`config.mk`:
```
export PLATFORM = sky130hd
export DESIGN_NAME = header_length_tail_deframer_top
export DESIGN_NICKNAME = d
export VERILOG_FILES = /design/src/rtl/hltd_pkg.sv /design/src/rtl/header_length_tail_deframer_top.sv
export VERILOG_INCLUDE_DIRS = /design/src /design/src/rtl
export SDC_FILE = /design/constraint.sdc
export NUM_CORES = 1
export LEC_CHECK = 0
export BUFFER_PORTS_ARGS = -buffer_cell sky130_fd_sc_hd__buf_2
export CORE_MARGIN = 4
export CORE_UTILIZATION = 30
export DETAILED_ROUTE_END_ITERATION = 8
export SLEW_MARGIN = 5
export SYNTH_ARGS = -nofsm -noshare
export SYNTH_HDL_FRONTEND = slang
export SYNTH_SLANG_ARGS = --single-unit
```
`constraint.sdc`:
```
create_clock -name clock -period 3.7 [get_ports clock]
set_input_delay 0.37 -clock clock [delete_from_list [all_inputs] [get_ports clock]]
set_output_delay 0.37 -clock clock [all_outputs]
set_load 0.01 [all_outputs]
```
`src/rtl/header_length_tail_deframer_top_assert.svh`:
```
// ----------------------------------------------------------------------------
// header_length_tail_deframer_top_assert.svh - assertion macros
// Shared concurrent assertion shorthands for the deframer, clocked on clock
// and disabled while reset is high.
// ----------------------------------------------------------------------------
`ifndef HEADER_LENGTH_TAIL_DEFRAMER_TOP_ASSERT_SVH
`define HEADER_LENGTH_TAIL_DEFRAMER_TOP_ASSERT_SVH

// same-cycle implication
`define HLTD_ASSERT_NOW(lbl, ante, cons, msg) \
   lbl: assert property (@(posedge clock) disable iff (reset) (ante) |-> (cons)) \
      else $error(msg);

// next-cycle implication
`define HLTD_ASSERT_NEXT(lbl, ante, cons, msg) \
   lbl: assert property (@(posedge clock) disable iff (reset) (ante) |=> (cons)) \
      else $error(msg);

`endif

```
`src/rtl/hltd_pkg.sv`:
```
// ----------------------------------------------------------------------------
// hltd_pkg - deframer package
// Widths, phase codes, result kinds and register indexes of the deframer.
// ----------------------------------------------------------------------------
package hltd_pkg;

   localparam int unsigned BYTE_W  = 8;
   localparam int unsigned LEN_W   = 16;
   localparam int unsigned PHASE_W = 17;
   localparam int unsigned SYNC_W  = 32;
   localparam int unsigned CSR_IDX_W = 2;

   // phase codes up to the start of the frame body
   localparam logic [PHASE_W-1:0] PH_HUNT0   = 17'd0;
   localparam logic [PHASE_W-1:0] PH_HUNT3   = 17'd3;
   localparam logic [PHASE_W-1:0] PH_SIZE_LO = 17'd4;
   localparam logic [PHASE_W-1:0] PH_SIZE_HI = 17'd5;
   localparam logic [PHASE_W-1:0] PH_BODY    = 17'd6;

   // tail sits at phase frame_size + this
   localparam logic [PHASE_W-1:0] TAIL_OFFSET = 17'd5;

   localparam logic [LEN_W-1:0] INFO_LIMIT_RESET = 16'hFFFF;

   typedef enum logic [1:0] {
      KIND_INFO    = 2'd0,
      KIND_ACCEPT  = 2'd1,
      KIND_BADTAIL = 2'd2
   } kind_type;

   typedef enum logic [CSR_IDX_W-1:0] {
      CSR_SYNC_WORD  = 2'd0,
      CSR_TAIL_VALUE = 2'd1,
      CSR_INFO_LIMIT = 2'd2,
      CSR_HEAD_INFO  = 2'd3
   } csr_index_type;

   typedef struct packed {
      kind_type          kind;
      logic [BYTE_W-1:0] data;
      logic [LEN_W-1:0]  len;
   } result_type;

endpackage

```
`src/rtl/header_length_tail_deframer_top.sv`:
```
// ----------------------------------------------------------------------------
// header_length_tail_deframer_top - sync header / length / tail deframer
// Hunts a four-byte sync header, reads a little-endian frame size, forwards
// the body bytes and reports accept or drop at the tail byte.
// ----------------------------------------------------------------------------
//
//   channel   direction  handshake           payload
//   req_      in         req_valid/req_stall req_rx_byte
//   rsp_      out        rsp_valid/rsp_stall rsp_out_kind, rsp_out_byte,
//                                            rsp_payload_len
//   csr_      in         csr_valid/csr_ready csr_index, csr_data
//
// one request per cycle sustained while req_stall is low; a request is
// registered, then the frame state and its result update while the skid
// entry is free, the result going to the output register, else to the skid entry
// the output register is backed by one skid entry; the input stalls only
// while that skid entry is occupied and a byte waits in the input register
// reset (synchronous, active high) clears the hunt state, the pipeline valids
// and the registers to their defaults; csr writes are always taken
//
module header_length_tail_deframer_top
   import hltd_pkg::*;
(
   input  logic                 clock,
   input  logic                 reset,
   // request channel
   input  logic                 req_valid,
   output logic                 req_stall,
   input  logic [BYTE_W-1:0]    req_rx_byte,
   // result channel
   output logic                 rsp_valid,
   input  logic                 rsp_stall,
   output logic [1:0]           rsp_out_kind,
   output logic [BYTE_W-1:0]    rsp_out_byte,
   output logic [LEN_W-1:0]     rsp_payload_len,
   // register write channel
   input  logic                 csr_valid,
   output logic                 csr_ready,
   input  logic [CSR_IDX_W-1:0] csr_index,
   input  logic [SYNC_W-1:0]    csr_data
);

   // configuration registers
   logic [SYNC_W-1:0] sync_word_ff;
   logic [BYTE_W-1:0] tail_value_ff;
   logic [LEN_W-1:0]  info_limit_ff;
   logic [LEN_W-1:0]  head_info_ff;

   // input register
   logic              in_valid_ff;
   logic [BYTE_W-1:0] in_byte_ff;

   // frame state
   logic [PHASE_W-1:0] phase_ff, phase_in;
   logic [LEN_W-1:0]   frame_size_ff, frame_size_in;

   // output register and skid entry
   logic       rsp_valid_ff, rsp_valid_in;
   result_type rsp_data_ff, rsp_data_in;
   logic       skid_valid_ff, skid_valid_in;
   result_type skid_data_ff, skid_data_in;

   // step logic
   logic               advance;
   logic               res_valid;
   result_type         res_data;
   logic [BYTE_W-1:0]  want_byte;
   logic [LEN_W-1:0]   size_full;
   logic [PHASE_W:0]   hi_bound;
   logic [PHASE_W-1:0] lo_bound;
   logic [PHASE_W-1:0] tail_phase;
   logic               rsp_take;
   logic               rsp_hold;

   assign csr_ready = 1'b1;

   // ---------------------------------------------------------------- registers
   always_ff @(posedge clock) begin
      if (reset) begin
         sync_word_ff  <= '0;
         tail_value_ff <= '0;
         info_limit_ff <= INFO_LIMIT_RESET;
         head_info_ff  <= '0;
      end else if (csr_valid && csr_ready) begin
         unique case (csr_index_type'(csr_index))
            CSR_SYNC_WORD:  sync_word_ff  <= csr_data;
            CSR_TAIL_VALUE: tail_value_ff <= csr_data[BYTE_W-1:0];
            CSR_INFO_LIMIT: info_limit_ff <= csr_data[LEN_W-1:0];
            CSR_HEAD_INFO:  head_info_ff  <= csr_data[LEN_W-1:0];
            default: ;
         endcase
      end
   end

   // ---------------------------------------------------------------- input stage
   // the skid entry being free means the result of the registered byte always
   // has a place to go
   assign advance   = in_valid_ff && !skid_valid_ff;
   assign req_stall = in_valid_ff && skid_valid_ff;

   always_ff @(posedge clock) begin
      if (reset) begin
         in_valid_ff <= 1'b0;
      end else if (!req_stall) begin
         in_valid_ff <= req_valid;
      end
   end

   always_ff @(posedge clock) begin
      if (req_valid && !req_stall) begin
         in_byte_ff <= req_rx_byte;
      end
   end

   // ---------------------------------------------------------------- frame step
   assign want_byte  = sync_word_ff[BYTE_W*phase_ff[1:0] +: BYTE_W];
   assign size_full  = {in_byte_ff, frame_size_ff[BYTE_W-1:0]};
   // bounds kept wider than the size fields so the sums never wrap
   assign hi_bound   = {2'b00, info_limit_ff} + {2'b00, head_info_ff} + 18'd1;
   assign lo_bound   = {1'b0, head_info_ff} + 17'd1;
   assign tail_phase = {1'b0, frame_size_ff} + TAIL_OFFSET;

   always_comb begin
      phase_in      = phase_ff;
      frame_size_in = frame_size_ff;
      res_valid     = 1'b0;
      res_data.kind = KIND_INFO;
      res_data.data = in_byte_ff;
      res_data.len  = '0;
      if (advance) begin
         if (phase_ff <= PH_HUNT3) begin
            // a mismatching byte is consumed, not retried as a first byte
            phase_in = (in_byte_ff == want_byte) ? phase_ff + 17'd1 : PH_HUNT0;
         end else if (phase_ff == PH_SIZE_LO) begin
            frame_size_in = {{(LEN_W-BYTE_W){1'b0}}, in_byte_ff};
            phase_in      = PH_SIZE_HI;
         end else if (phase_ff == PH_SIZE_HI) begin
            frame_size_in = size_full;
            if (({2'b00, size_full} > hi_bound) || ({1'b0, size_full} < lo_bound)) begin
               phase_in = PH_HUNT0;
            end else begin
               phase_in = PH_BODY;
            end
         end else if (phase_ff >= tail_phase) begin
            // tail byte: accept or drop, then hunt again
            phase_in  = PH_HUNT0;
            res_valid = 1'b1;
            if (in_byte_ff == tail_value_ff) begin
               res_data.kind = KIND_ACCEPT;
               res_data.len  = frame_size_ff - 16'd1 - head_info_ff;
            end else begin
               res_data.kind = KIND_BADTAIL;
            end
         end else begin
            phase_in  = phase_ff + 17'd1;
            res_valid = 1'b1;
         end
      end
   end

   always_ff @(posedge clock) begin
      if (reset) begin
         phase_ff      <= PH_HUNT0;
         frame_size_ff <= '0;
      end else begin
         phase_ff      <= phase_in;
         frame_size_ff <= frame_size_in;
      end
   end

   // ---------------------------------------------------------------- output buffer
   assign rsp_take = rsp_valid_ff && !rsp_stall;
   assign rsp_hold = rsp_valid_ff && rsp_stall;

   always_comb begin
      rsp_valid_in  = rsp_valid_ff;
      rsp_data_in   = rsp_data_ff;
      skid_valid_in = skid_valid_ff;
      skid_data_in  = skid_data_ff;
      if (skid_valid_ff) begin
         // no new result can arrive while the skid entry is full
         if (rsp_take) begin
            rsp_data_in   = skid_data_ff;
            skid_valid_in = 1'b0;
         end
      end else if (!rsp_valid_ff || rsp_take) begin
         rsp_valid_in = res_valid;
         rsp_data_in  = res_data;
      end else if (res_valid) begin
         skid_valid_in = 1'b1;
         skid_data_in  = res_data;
      end
   end

   always_ff @(posedge clock) begin
      if (reset) begin
         rsp_valid_ff  <= 1'b0;
         skid_valid_ff <= 1'b0;
      end else begin
         rsp_valid_ff  <= rsp_valid_in;
         skid_valid_ff <= skid_valid_in;
      end
   end

   always_ff @(posedge clock) begin
      rsp_data_ff  <= rsp_data_in;
      skid_data_ff <= skid_data_in;
   end

   assign rsp_valid       = rsp_valid_ff;
   assign rsp_out_kind    = rsp_data_ff.kind;
   assign rsp_out_byte    = rsp_data_ff.data;
   assign rsp_payload_len = rsp_data_ff.len;

   // ---------------------------------------------------------------- assertions
`include "header_length_tail_deframer_top_assert.svh"

   // skid entry only holds a result behind a full output register
   `HLTD_ASSERT_NOW(a_skid_behind_out, skid_valid_ff, rsp_valid_ff, "skid without output")

   // a stalled result stays put
   `HLTD_ASSERT_NEXT(a_rsp_hold, rsp_hold, rsp_valid_ff && $stable(rsp_data_ff), "held result lost")

   // skid entry only fills while the output is blocked
   `HLTD_ASSERT_NEXT(a_skid_needs_stall, !skid_valid_ff && !rsp_hold, !skid_valid_ff, "skid fill")

   // body counting never runs past the tail position
   `HLTD_ASSERT_NOW(a_phase_in_frame, phase_ff >= PH_BODY, phase_ff <= tail_phase, "phase past tail")

endmodule
```
After elaboration in Yosys (flattened, before gate mapping)

Index checks and enable logic that the tools add are counted.

Multiplexer cells: 31
Bitwise logic cells: 3
Order comparisons: 4
Shift-type cells: 1
$add $sub $neg: 7
Reductions and logical operators: 22
Eq/ne operators: 8

Operators with widths:

| kind                                                  | count |
|---|---|
| two-way mux 16 bit                                    | 8 |
| two-way mux 17 bit                                    | 5 |
| two-way mux 26 bit                                    | 3 |
| == test 17 x 3 -> 1 bit (second input constant)       | 2 |
| indexed part select 32 x 6 -> 8 bit                   | 1 |
| adder 17 x 1 -> 18 bit (second input constant)        | 1 |
| > comparator 16 x 18 -> 1 bit                         | 1 |
| adder 16 x 1 -> 17 bit (second input constant)        | 1 |
| adder 16 x 16 -> 17 bit                               | 1 |
| adder 16 x 3 -> 17 bit (second input constant)        | 1 |
| adder 17 x 1 -> 17 bit (second input constant)        | 1 |
| >= comparator 17 bit                                  | 1 |
| <= comparator 17 x 2 -> 1 bit (second input constant) | 1 |
| < comparator 16 x 17 -> 1 bit                         | 1 |
| == test 8 bit                                         | 2 |
| subtractor 16 x 1 -> 16 bit (second input constant)   | 1 |
| subtractor 16 bit                                     | 1 |
| two-way mux 2 bit                                     | 6 |
| AND reduction 2 bit                                   | 6 |
| AND reduction 3 bit                                   | 3 |
| two-way mux 1 bit                                     | 8 |
| == test 2 bit (second input constant)                 | 2 |
| logical AND 1 bit                                     | 4 |
| logical NOT 1 bit                                     | 4 |
| other kinds (7)                                       | 11 |

Bits in registers: 168
Word-level logic and storage cells: 93
Output and inout bits: 29
Bits of input ports: 47

Depth between registers and ports, before layout

Gate-level depths: netlist (run 1).

Depth after elaboration: 10
Gate-level depth with buffers: 18
Mapped depth without buffers: 18

Least setup slack after synthesis (run 1)

No wires, ideal clock.

Path kind: register -> register
Start point: register head_info_ff[0]
End point: register phase_ff[1]
Arrival: 3.377 ns
Clock period less this slack: 3.435 ns
Cell stages (with the launch flop): 19
Setup time: 0.058 ns
Path slack: 0.265 ns
Required time: 3.642 ns
Path buffers: 0
Path through: dfxtp_1 inv_1 ha_1 fa_1 nor2b_1 o2111ai_1 and3_1 or2_2 o21ai_0 a21oi_1 xor2_1 ha_1 o21ai_0 o21bai_1 a21o_1 a221oi_1 o31ai_1 a21oi_1 a211o_1

Cells in the longest elaborated chain, start to end: 8
Elaborated cells between the ends (all ways): 10
Classes of those cells: add/sub (3); order compare (2); mux (4); reduce/logical (1)

Ends and longest elaborated chain:

| element                       | line                                   | RTL |
|---|---|---|
| from (decl)                   | header_length_tail_deframer_top.sv:47  | `logic [LEN_W-1:0] head_info_ff;` |
| from (signal assigned)        | header_length_tail_deframer_top.sv:89  | `CSR_HEAD_INFO: head_info_ff <= csr_data[LEN_W-1:0];` |
| adder 16 x 16 -> 17 bit       | header_length_tail_deframer_top.sv:119 | `assign hi_bound = {2'b00, info_limit_ff} + {2'b00, head_info_ff} + 18'd1;` |
| adder 17 x 1 -> 18 bit        | header_length_tail_deframer_top.sv:119 |  |
| > comparator 16 x 18 -> 1 bit | header_length_tail_deframer_top.sv:139 | `if (({2'b00, size_full} > hi_bound) \|\| ({1'b0, size_full} < lo_bound)) begin` |
| logical OR 1 bit (*)          | header_length_tail_deframer_top.sv:139 |  |
| two-way mux 3 bit (*)         | header_length_tail_deframer_top.sv:139 |  |
| two-way mux 17 bit (*)        | header_length_tail_deframer_top.sv:137 | `end else if (phase_ff == PH_SIZE_HI) begin` |
| two-way mux 17 bit (*)        | header_length_tail_deframer_top.sv:134 | `end else if (phase_ff == PH_SIZE_LO) begin` |
| two-way mux 17 bit (*)        | header_length_tail_deframer_top.sv:131 | `if (phase_ff <= PH_HUNT3) begin` |
| to (signal assigned)          | header_length_tail_deframer_top.sv:166 | `phase_ff <= phase_in;` |
| to (decl)                     | header_length_tail_deframer_top.sv:54  | `logic [PHASE_W-1:0] phase_ff, phase_in;` |

Mark *: on every way between the ends. The rest lies on a longest branch, timed or not.
A chain may end at the register's enable or synchronous reset.

Worst setup path after layout (run 1)

Start point: register info_limit_ff[0]
End point: register phase_ff[1]

Cells in the longest elaborated chain, start to end: 8

Ends and longest elaborated chain:

| element                       | line                                   | RTL |
|---|---|---|
| from (decl)                   | header_length_tail_deframer_top.sv:46  | `logic [LEN_W-1:0] info_limit_ff;` |
| from (signal assigned)        | header_length_tail_deframer_top.sv:88  | `CSR_INFO_LIMIT: info_limit_ff <= csr_data[LEN_W-1:0];` |
| adder 16 x 16 -> 17 bit       | header_length_tail_deframer_top.sv:119 |  |
| adder 17 x 1 -> 18 bit        | header_length_tail_deframer_top.sv:119 |  |
| > comparator 16 x 18 -> 1 bit | header_length_tail_deframer_top.sv:139 |  |
| logical OR 1 bit              | header_length_tail_deframer_top.sv:139 |  |
| two-way mux 3 bit             | header_length_tail_deframer_top.sv:139 |  |
| two-way mux 17 bit            | header_length_tail_deframer_top.sv:137 |  |
| two-way mux 17 bit            | header_length_tail_deframer_top.sv:134 |  |
| two-way mux 17 bit            | header_length_tail_deframer_top.sv:131 |  |

Every way passes these cells.

==> results of run 1 <==
==> flip-flops by register name (all words and copies together), names as in the netlist <==
name             flops
skid_valid_ff        1
info_limit_ff       16
phase_ff            17
skid_data_ff        26
rsp_out_byte         8
tail_value_ff        8
in_byte_ff           8
frame_size_ff       16
rsp_payload_len     16
head_info_ff        16
sync_word_ff        32
in_valid_ff          1
rsp_out_kind         2
rsp_valid            1
==> cell families (layout without fill, tap and decap cells) <==
family	count (synthesis)	in the layout	synth area share
AO/OA/AOI/OAI	190	190	0.119
XOR/XNOR	84	84	0.0753
adder cells (fa/ha/maj)	87	87	0.113
buffers and inverters	77	172	0.0315
flip-flops	168	168	0.405
multiplexers	35	35	0.0471
other	1	1	0.000384
AND/OR/NAND/NOR	417	417	0.208
==> power by group through the flow <==
stage	combinational [W]	clock (W)	sequential (W)
final	0.000544	0.00202	0.00199
after global routing	0.000614	0.00212	0.00199
after CTS	0.000512	0.00206	0.00199
after detailed placement	0.000507	0	0.00203
after global placement	0.000496	0	0.00203
after floorplan	0.000369	0	0.00201
==> synth_stat cells (all sizes together), types with 19 or more instances <==
| cell type | count | area (sq um) |
|---|---|---|
| xor2 | 27 | 236 |
| edfxtp | 60 | 1800 |
| nand2 | 179 | 672 |
| nand4 | 21 | 131 |
| ha | 85 | 1060 |
| nand3b | 20 | 150 |
| a21oi | 90 | 450 |
| nor3 | 31 | 205 |
| clkbuf | 31 | 116 |
| dfxtp | 108 | 2160 |
| nor2 | 64 | 240 |
| xnor2 | 57 | 499 |
| o21ai | 33 | 165 |
| mux2i | 19 | 190 |
| inv | 37 | 139 |
| nand3 | 34 | 170 |
==> repair_timing <==
action	CTS	global route
gates resized for setup	0	16
setup buffers	0	1
setup endpoints to repair	0	2
endpoints found under the hold margin	0	0
==> critical path, delay by kind of cell, from the launching register on <==
kind | cells | cell delay [ps]
and+or+nand+nor | 3 | 570
adders and majority gates | 3 | 920
buffers and inverters | 1 | 40
DFF | 1 | 320
AOI/OAI and AO/OA | 10 | 1420
xor gates and xnor gates | 1 | 150
==> metal layers <==
layer | track usage | part of all wire
met3 | 0.0339 | 0.055
met1 | 0.200 | 0.50
met4 | 0.0339 | 0.011
met2 | 0.218 | 0.44
met5 | 0 | 0
==> layout by cell type (no fill, tap or decap), types with 9 or more instances in the layout <==
master and n:
buf_2 73, xor2_1 27, ha_1 84, nor3_2 10, edfxtp_1 60, buf_4 30
nor2b_1 9, dfxtp_1 106, nor3_1 21, nand3_1 34, clkbuf_16 17, inv_1 35
nand3b_1 20, nand4_1 21, o21ai_0 28, and2_1 11, mux2i_1 18, nand2_1 179
o21a_1 9, a21o_1 9, nor2_1 63, xnor2_1 57, a21oi_1 90
==> how the worst max path moves through the flow <==
stage | startpoint | to | cells past startpoint
global placement | info_limit_ff[0]$_SDFFE_PP1P_ | phase_ff[1]$_SDFFE_PP0P_ | 18
global route | info_limit_ff[0]$_SDFFE_PP1P_ | phase_ff[1]$_SDFFE_PP0P_ | 18
CTS | info_limit_ff[0]$_SDFFE_PP1P_ | phase_ff[1]$_SDFFE_PP0P_ | 18
finish | info_limit_ff[0]$_SDFFE_PP1P_ | phase_ff[1]$_SDFFE_PP0P_ | 18
detailed placement | info_limit_ff[0]$_SDFFE_PP1P_ | phase_ff[1]$_SDFFE_PP0P_ | 18
floorplan | head_info_ff[0]$_SDFFE_PP0P_ | phase_ff[1]$_SDFFE_PP0P_ | 18
==> stage by stage <==
step / hold slack [ps] / setup slack (ps) / total power, W / TNS [ps]
final: 97.8 / 220 / 0.00456 / 0
after CTS: 76.7 / 7.72 / 0.00456 / 0
after floorplan: 433 / 265 / 0.00238 / 0
after global routing: 85.1 / -17.9 / 0.00472 / -17.9
after global placement: 441 / 115 / 0.00252 / 0
after detailed placement: 447 / 41.2 / 0.00254 / 0
==> layout make-up <==
type | count | area [sq um]
multi-input combinational | 814 | 5560
clock buffer | 21 | 440
inverter | 37 | 139
fill | 3268 | 20400
tap | 435 | 544
sequential | 168 | 3970
clock inverter | 11 | 220
timing repair buffer | 103 | 591
==> impl_metrics.json, run 1 <==
{
  "timing.rr.start": "info_limit_ff[0]$_SDFFE_PP1P_",
  "drv_cap": 0,
  "overflow": 0,
  "ir_drop_uv": 340,
  "diodes": 0,
  "setup_viol": 0,
  "fin_crit_ps": 3480,
  "cts.sinks": 168,
  "tritoncts": "yes",
  "fin_nets": 1275,
  "ys_warn_count": 0,
  "grtUsageTotal": 0.141,
  "whs_path_depth": 1,
  "synth_top_flop_cell": "dfxtp_1",
  "comb_power_share": 0.119,
  "stdcell_count": 1589,
  "grt_max_degree": 67,
  "cp_max_fo": 3,
  "r2r_setup_slack_ps": 220,
  "wire_per_inst_um": 15.7,
  "clock_latency_ps": 440,
  "stdcell_area_sq_um": 11500,
  "critPathArrivalTime_ps": 3870,
  "antenna_found_initial": 0,
  "synth-seq-area-share": 0.405,
  "syn_area_sq_um": 9780,
  "ant_nets": 0,
  "numCtsBuffers": 17,
  "power.share.clock": 0.444,
  "finalHoldViolations": 0,
  "core_area_sq_um": 31900,
  "wirelength_mm": 24.9,
  "root_buffer": "clkbuf_16",
  "place_congestion": 0.808,
  "placed_cell_area_sq_um": 10700,
  "r2r_end": "phase_ff[1]$_SDFFE_PP0P_",
  "htreeDepth": 4,
  "cp_cell_sequence": "inv_1, ha_2, fa_2, nor2b_2, o2111ai_2, and3_4, or2_4, o21ai_2, a21oi_1, xor2_1, ha_1, o21ai_1, o21bai_1, a21o_1, a221oi_2, o31ai_2, a21oi_1, a211o_1",
  "cp_common_cell": "a21oi_1",
  "startpoint_type": "register",
  "ctsLongestPathBuffers": 2,
  "finalCritPeriodShare": 0.940,
  "syn_inst": 1059,
  "run_status": "completed",
  "drt_iter0_drc": 550,
  "grt_pass1_vias": 7650,
  "grt_pass1_wl_mm": 40.3,
  "num_vias": 7795,
  "drc": 0,
  "clk_pin_slew_ps": 70,
  "ys_types": 62,
  "slowest_stage": "fa_2",
  "hold_end": "in_byte_ff[3]$_DFFE_PP_",
  "relSlewSlack": 0.204,
  "p_leak_nw": 4.48,
  "area_growth_pct": 17.3,
  "synth-seq-cells": 168,
  "die_w_um": 189,
  "p_per_area_nw_per_um2": 398,
  "fin_util": 0.360,
  "clock.fmax_mhz": 287,
  "p_sw_frac": 0.242,
  "hp-class": "in -> reg",
  "r2r_cells": 18,
  "initial_core_util": 0.307,
  "slew_viol_final": 0,
  "io_buffers": 74,
  "via_per_inst": 4.91,
  "synth_edf_count": 60,
  "die_h_um": 189,
  "first_pass_iters": 5,
  "endpoint_kind": "register",
  "die_area_sq_um": 35500,
  "dp_hpwl_mm": 18.7,
  "holdBufCountCts": 0,
  "required_ps": 4090,
  "skew_ps": 8.77,
  "io_pins": 76,
  "drive_above_1_share": 0.160,
  "syn_area_per_cell_sq_um": 9.23,
  "synth_nets": 1193,
  "p_seq_frac": 0.437,
  "max_stage_delay_ps": 410,
  "min-delay-start": "req_rx_byte[3]",
  "p_int_w": 0.00346,
  "synthArstFlopShare": 0,
  "dp_cells": 1556,
  "net-switching-power_w": 0.00110,
  "rows": 65,
  "tightest_slew_ps": 1190,
  "criticalPathCategory": "reg -> reg"
}
Note: power is estimated with default switching activity, not from simulation.
==> run 2: changes to the inputs <==
Settings changed: ABC_AREA set to 1, MAX_ROUTING_LAYER set to met4.
==> run 2 against run 1 <==
  * Total power down 0.24%
  * Largest power group is now registers
  * Clock skew up 1.3 ps
  * Non-clock buffer count down 9
  * First-iteration DRC count up 25%
  * Flip-flop and latch count unchanged
  * Sequential power about the same
  * Critical path type unchanged
  * Register-to-register slack better by 120 ps
  * Cell count up 16%
==> impl_metrics.json, run 2 <==
{
  "syn_area_per_cell_sq_um": 7.72,
  "core_area_sq_um": 33400,
  "rsz0062_at_grt": "no",
  "skew_ps": 10.1,
  "r2r_end": "phase_ff[13]$_SDFFE_PP0P_",
  "reg_top3": "sync_word_ff (32), skid_data_ff (26), phase_ff (17)",
  "timing.rr.start": "frame_size_ff[1]$_SDFFE_PP0P_",
  "antenna_found_initial": 1,
  "fin_setup_tns_ps": 0,
  "htreeDepth": 4,
  "startpoint_type": "register",
  "top_register": "sync_word_ff",
  "r2r_cells": 16,
  "netlist.area_leader.share": 0.213,
  "place_congestion": 0.908,
  "tightest_slew_ps": 1050,
  "grt_max_degree": 40,
  "syn_area_sq_um": 10100,
  "num_vias": 8976,
  "power.share.clock": 0.391,
  "p_sw_frac": 0.306,
  "clock.fmax_mhz": 298,
  "clock_latency_ps": 430,
  "clk_pin_slew_ps": 70,
  "tritoncts": "yes",
  "synthArstFlopShare": 0,
  "fin_crit_ps": 3360,
  "final_common_cell": "nand2_1",
  "post_cts_buffers": 0,
  "ctsLongestPathBuffers": 2,
  "ant_nets": 0,
  "ys_warn_count": 0,
  "grtUsageTotal": 0.161,
  "synth_edf_count": 60,
  "dp_cells": 1817,
  "relSlewSlack": 0.301,
  "rows": 67,
  "ys_types": 49,
  "grt_pass1_wl_mm": 45.7,
  "drv_cap": 0,
  "hold_ws_ps": 110,
  "seq_area_sq_um": 3970,
  "numCtsBuffers": 17,
  "setup_viol": 0,
  "drc": 0,
  "criticalPathCategory": "reg -> reg",
  "drive_above_1_share": 0.116,
  "synth_top_area_cell": "dfxtp_1",
  "hold_end": "in_byte_ff[4]$_DFFE_PP_",
  "hp-class": "in -> reg",
  "drt_iter0_drc": 690,
  "cts_resized": 0,
  "synth-seq-area-share": 0.391,
  "io_buffers": 74,
  "root_buffer": "clkbuf_16",
  "cts.sinks": 168,
  "first_pass_iters": 5,
  "synth_top_flop_cell": "dfxtp_1",
  "fillers": 3549,
  "io_pins": 76,
  "critPathArrivalTime_ps": 3740,
  "p_leak_nw": 5.26,
  "min-delay-start": "req_rx_byte[4]",
  "slew_viol_final": 0,
  "comb_power_share": 0.165,
  "finalPower_w": 0.00455,
  "die_w_um": 192,
  "wirelength_mm": 28.5,
  "largest_register_ffs": 32,
  "die_h_um": 192,
  "required_ps": 4080,
  "p_seq_frac": 0.444,
  "net-switching-power_w": 0.00139,
  "grt_pass1_vias": 8580,
  "p_per_area_nw_per_um2": 390,
  "dp_hpwl_mm": 22.0,
  "fin_nets": 1522,
  "endpoint_kind": "register",
  "synth.area.top_cells": "dfxtp_1, edfxtp_1, ha_1",
  "synthTopCellsByCount": "nand2_1, nor2_1, o21ai_0",
  "wire_per_inst_um": 15.4,
  "synth-seq-cells": 168,
  "syn_inst": 1314,
  "holdBufCountCts": 0,
  "die_area_sq_um": 36800,
  "initial_core_util": 0.303,
  "area_growth_pct": 14.9,
  "final_cell_mix": "nand2_1, nor2_1, o21ai_0, inv_1, dfxtp_1",
  "via_per_inst": 4.85,
  "cp_max_fo": 8,
  "stdcell_count": 1850,
  "finalHoldViolations": 0,
  "finalCritPeriodShare": 0.908,
  "overflow": 0,
  "r2r_setup_slack_ps": 340,
  "whs_path_depth": 1,
  "p_int_w": 0.00315,
  "run_status": "completed",
  "synth_nets": 1448,
  "yosysMostFrequentCell": "nand2_1",
  "ir_drop_uv": 329,
  "multi_input_area_sq_um": 5570
}
==> run 2: changes by cell type in the layout (fill, tap and decap cells not counted), sizes merged, moves of 16 or more <==
cell	change
nand2	+81
mux2i	-19
xor2	+16
nand3b	-19
o21ai	+96
nor2	+110
xnor2	-39
inv	+88
nand3	+49
==> run 2: power groups by stage <==
stage,Combinational [W],Sequential (W),Clock (W)
2_1_floorplan,0.000526,0.00205,0
3_3_place_gp,0.000733,0.00206,0
3_5_place_dp,0.000741,0.00206,0
4_1_cts,0.000748,0.00202,0.00180
5_1_grt,0.000860,0.00203,0.00189
6_report,0.000751,0.00202,0.00178
==> run 2: final cells by class <==
class | count | area share
Multi-Input combinational cell | 986 | 0.478
Sequential cell | 168 | 0.340
Tap cell | 448 | 0.0481
Timing Repair Buffer | 94 | 0.0447
Inverter | 121 | 0.0390
Clock buffer | 18 | 0.0368
Clock inverter | 14 | 0.0134
Antenna cell | 1 | 0.000215
==> run 2: worst max path at each step <==
stage,slack [ps],from,to
finish,340,frame_size_ff[1]$_SDFFE_PP0P_,phase_ff[13]$_SDFFE_PP0P_
global route,30,frame_size_ff[1]$_SDFFE_PP0P_,phase_ff[13]$_SDFFE_PP0P_
CTS,90,frame_size_ff[1]$_SDFFE_PP0P_,rsp_payload_len[0]$_DFFE_PP_
detailed placement,100,frame_size_ff[1]$_SDFFE_PP0P_,rsp_payload_len[0]$_DFFE_PP_
global placement,230,frame_size_ff[1]$_SDFFE_PP0P_,rsp_payload_len[0]$_DFFE_PP_
floorplan,570,frame_size_ff[1]$_SDFFE_PP0P_,rsp_payload_len[13]$_DFFE_PP_
==> run 2: routing by layer <==
metal | wire [um] | vias to the layer above | track usage
met4 | 556 | 0 | 0.0420
met5 | 0 | - | -
met1 | 13900 | 4139 | 0.224
met2 | 12500 | 238 | 0.243
met3 | 1480 | 39 | 0.0267
li1 | - | 4560 | -
==> run 2: cell families after synthesis <==
| family | after synthesis | synth area share |
|---|---|---|
| simple gates | 577 | 0.249 |
| fa+ha+maj | 87 | 0.109 |
| buf+inv | 160 | 0.0633 |
| flops | 168 | 0.391 |
| xor+xnor | 61 | 0.0527 |
| other cells | 1 | 0.000370 |
| compound gates | 260 | 0.136 |
==> run 2: through the flow <==
stage	area, sq um	util	worst slack (ps)
final	11700	0.348	341
after global routing	11700	0.348	33.6
after CTS	11600	0.348	90.2
after detailed placement	11000	0.330	100
after global placement	11000	0.330	233
after floorplan	10100	-	573
==> run 2: critical path, stage by stage (launching register included) <==
cell	delay, ps
dfxtp_2	390
ha_1	200
o21ai_0	150
nor3_2	240
nand3_1	170
nor3_1	230
nand2_1	100
xor2_1	160
ha_1	330
a21oi_1	130
o21ai_0	90
a21oi_1	160
nand4_2	210
buf_4	230
o31ai_1	240
buf_4	170
and2_1	110
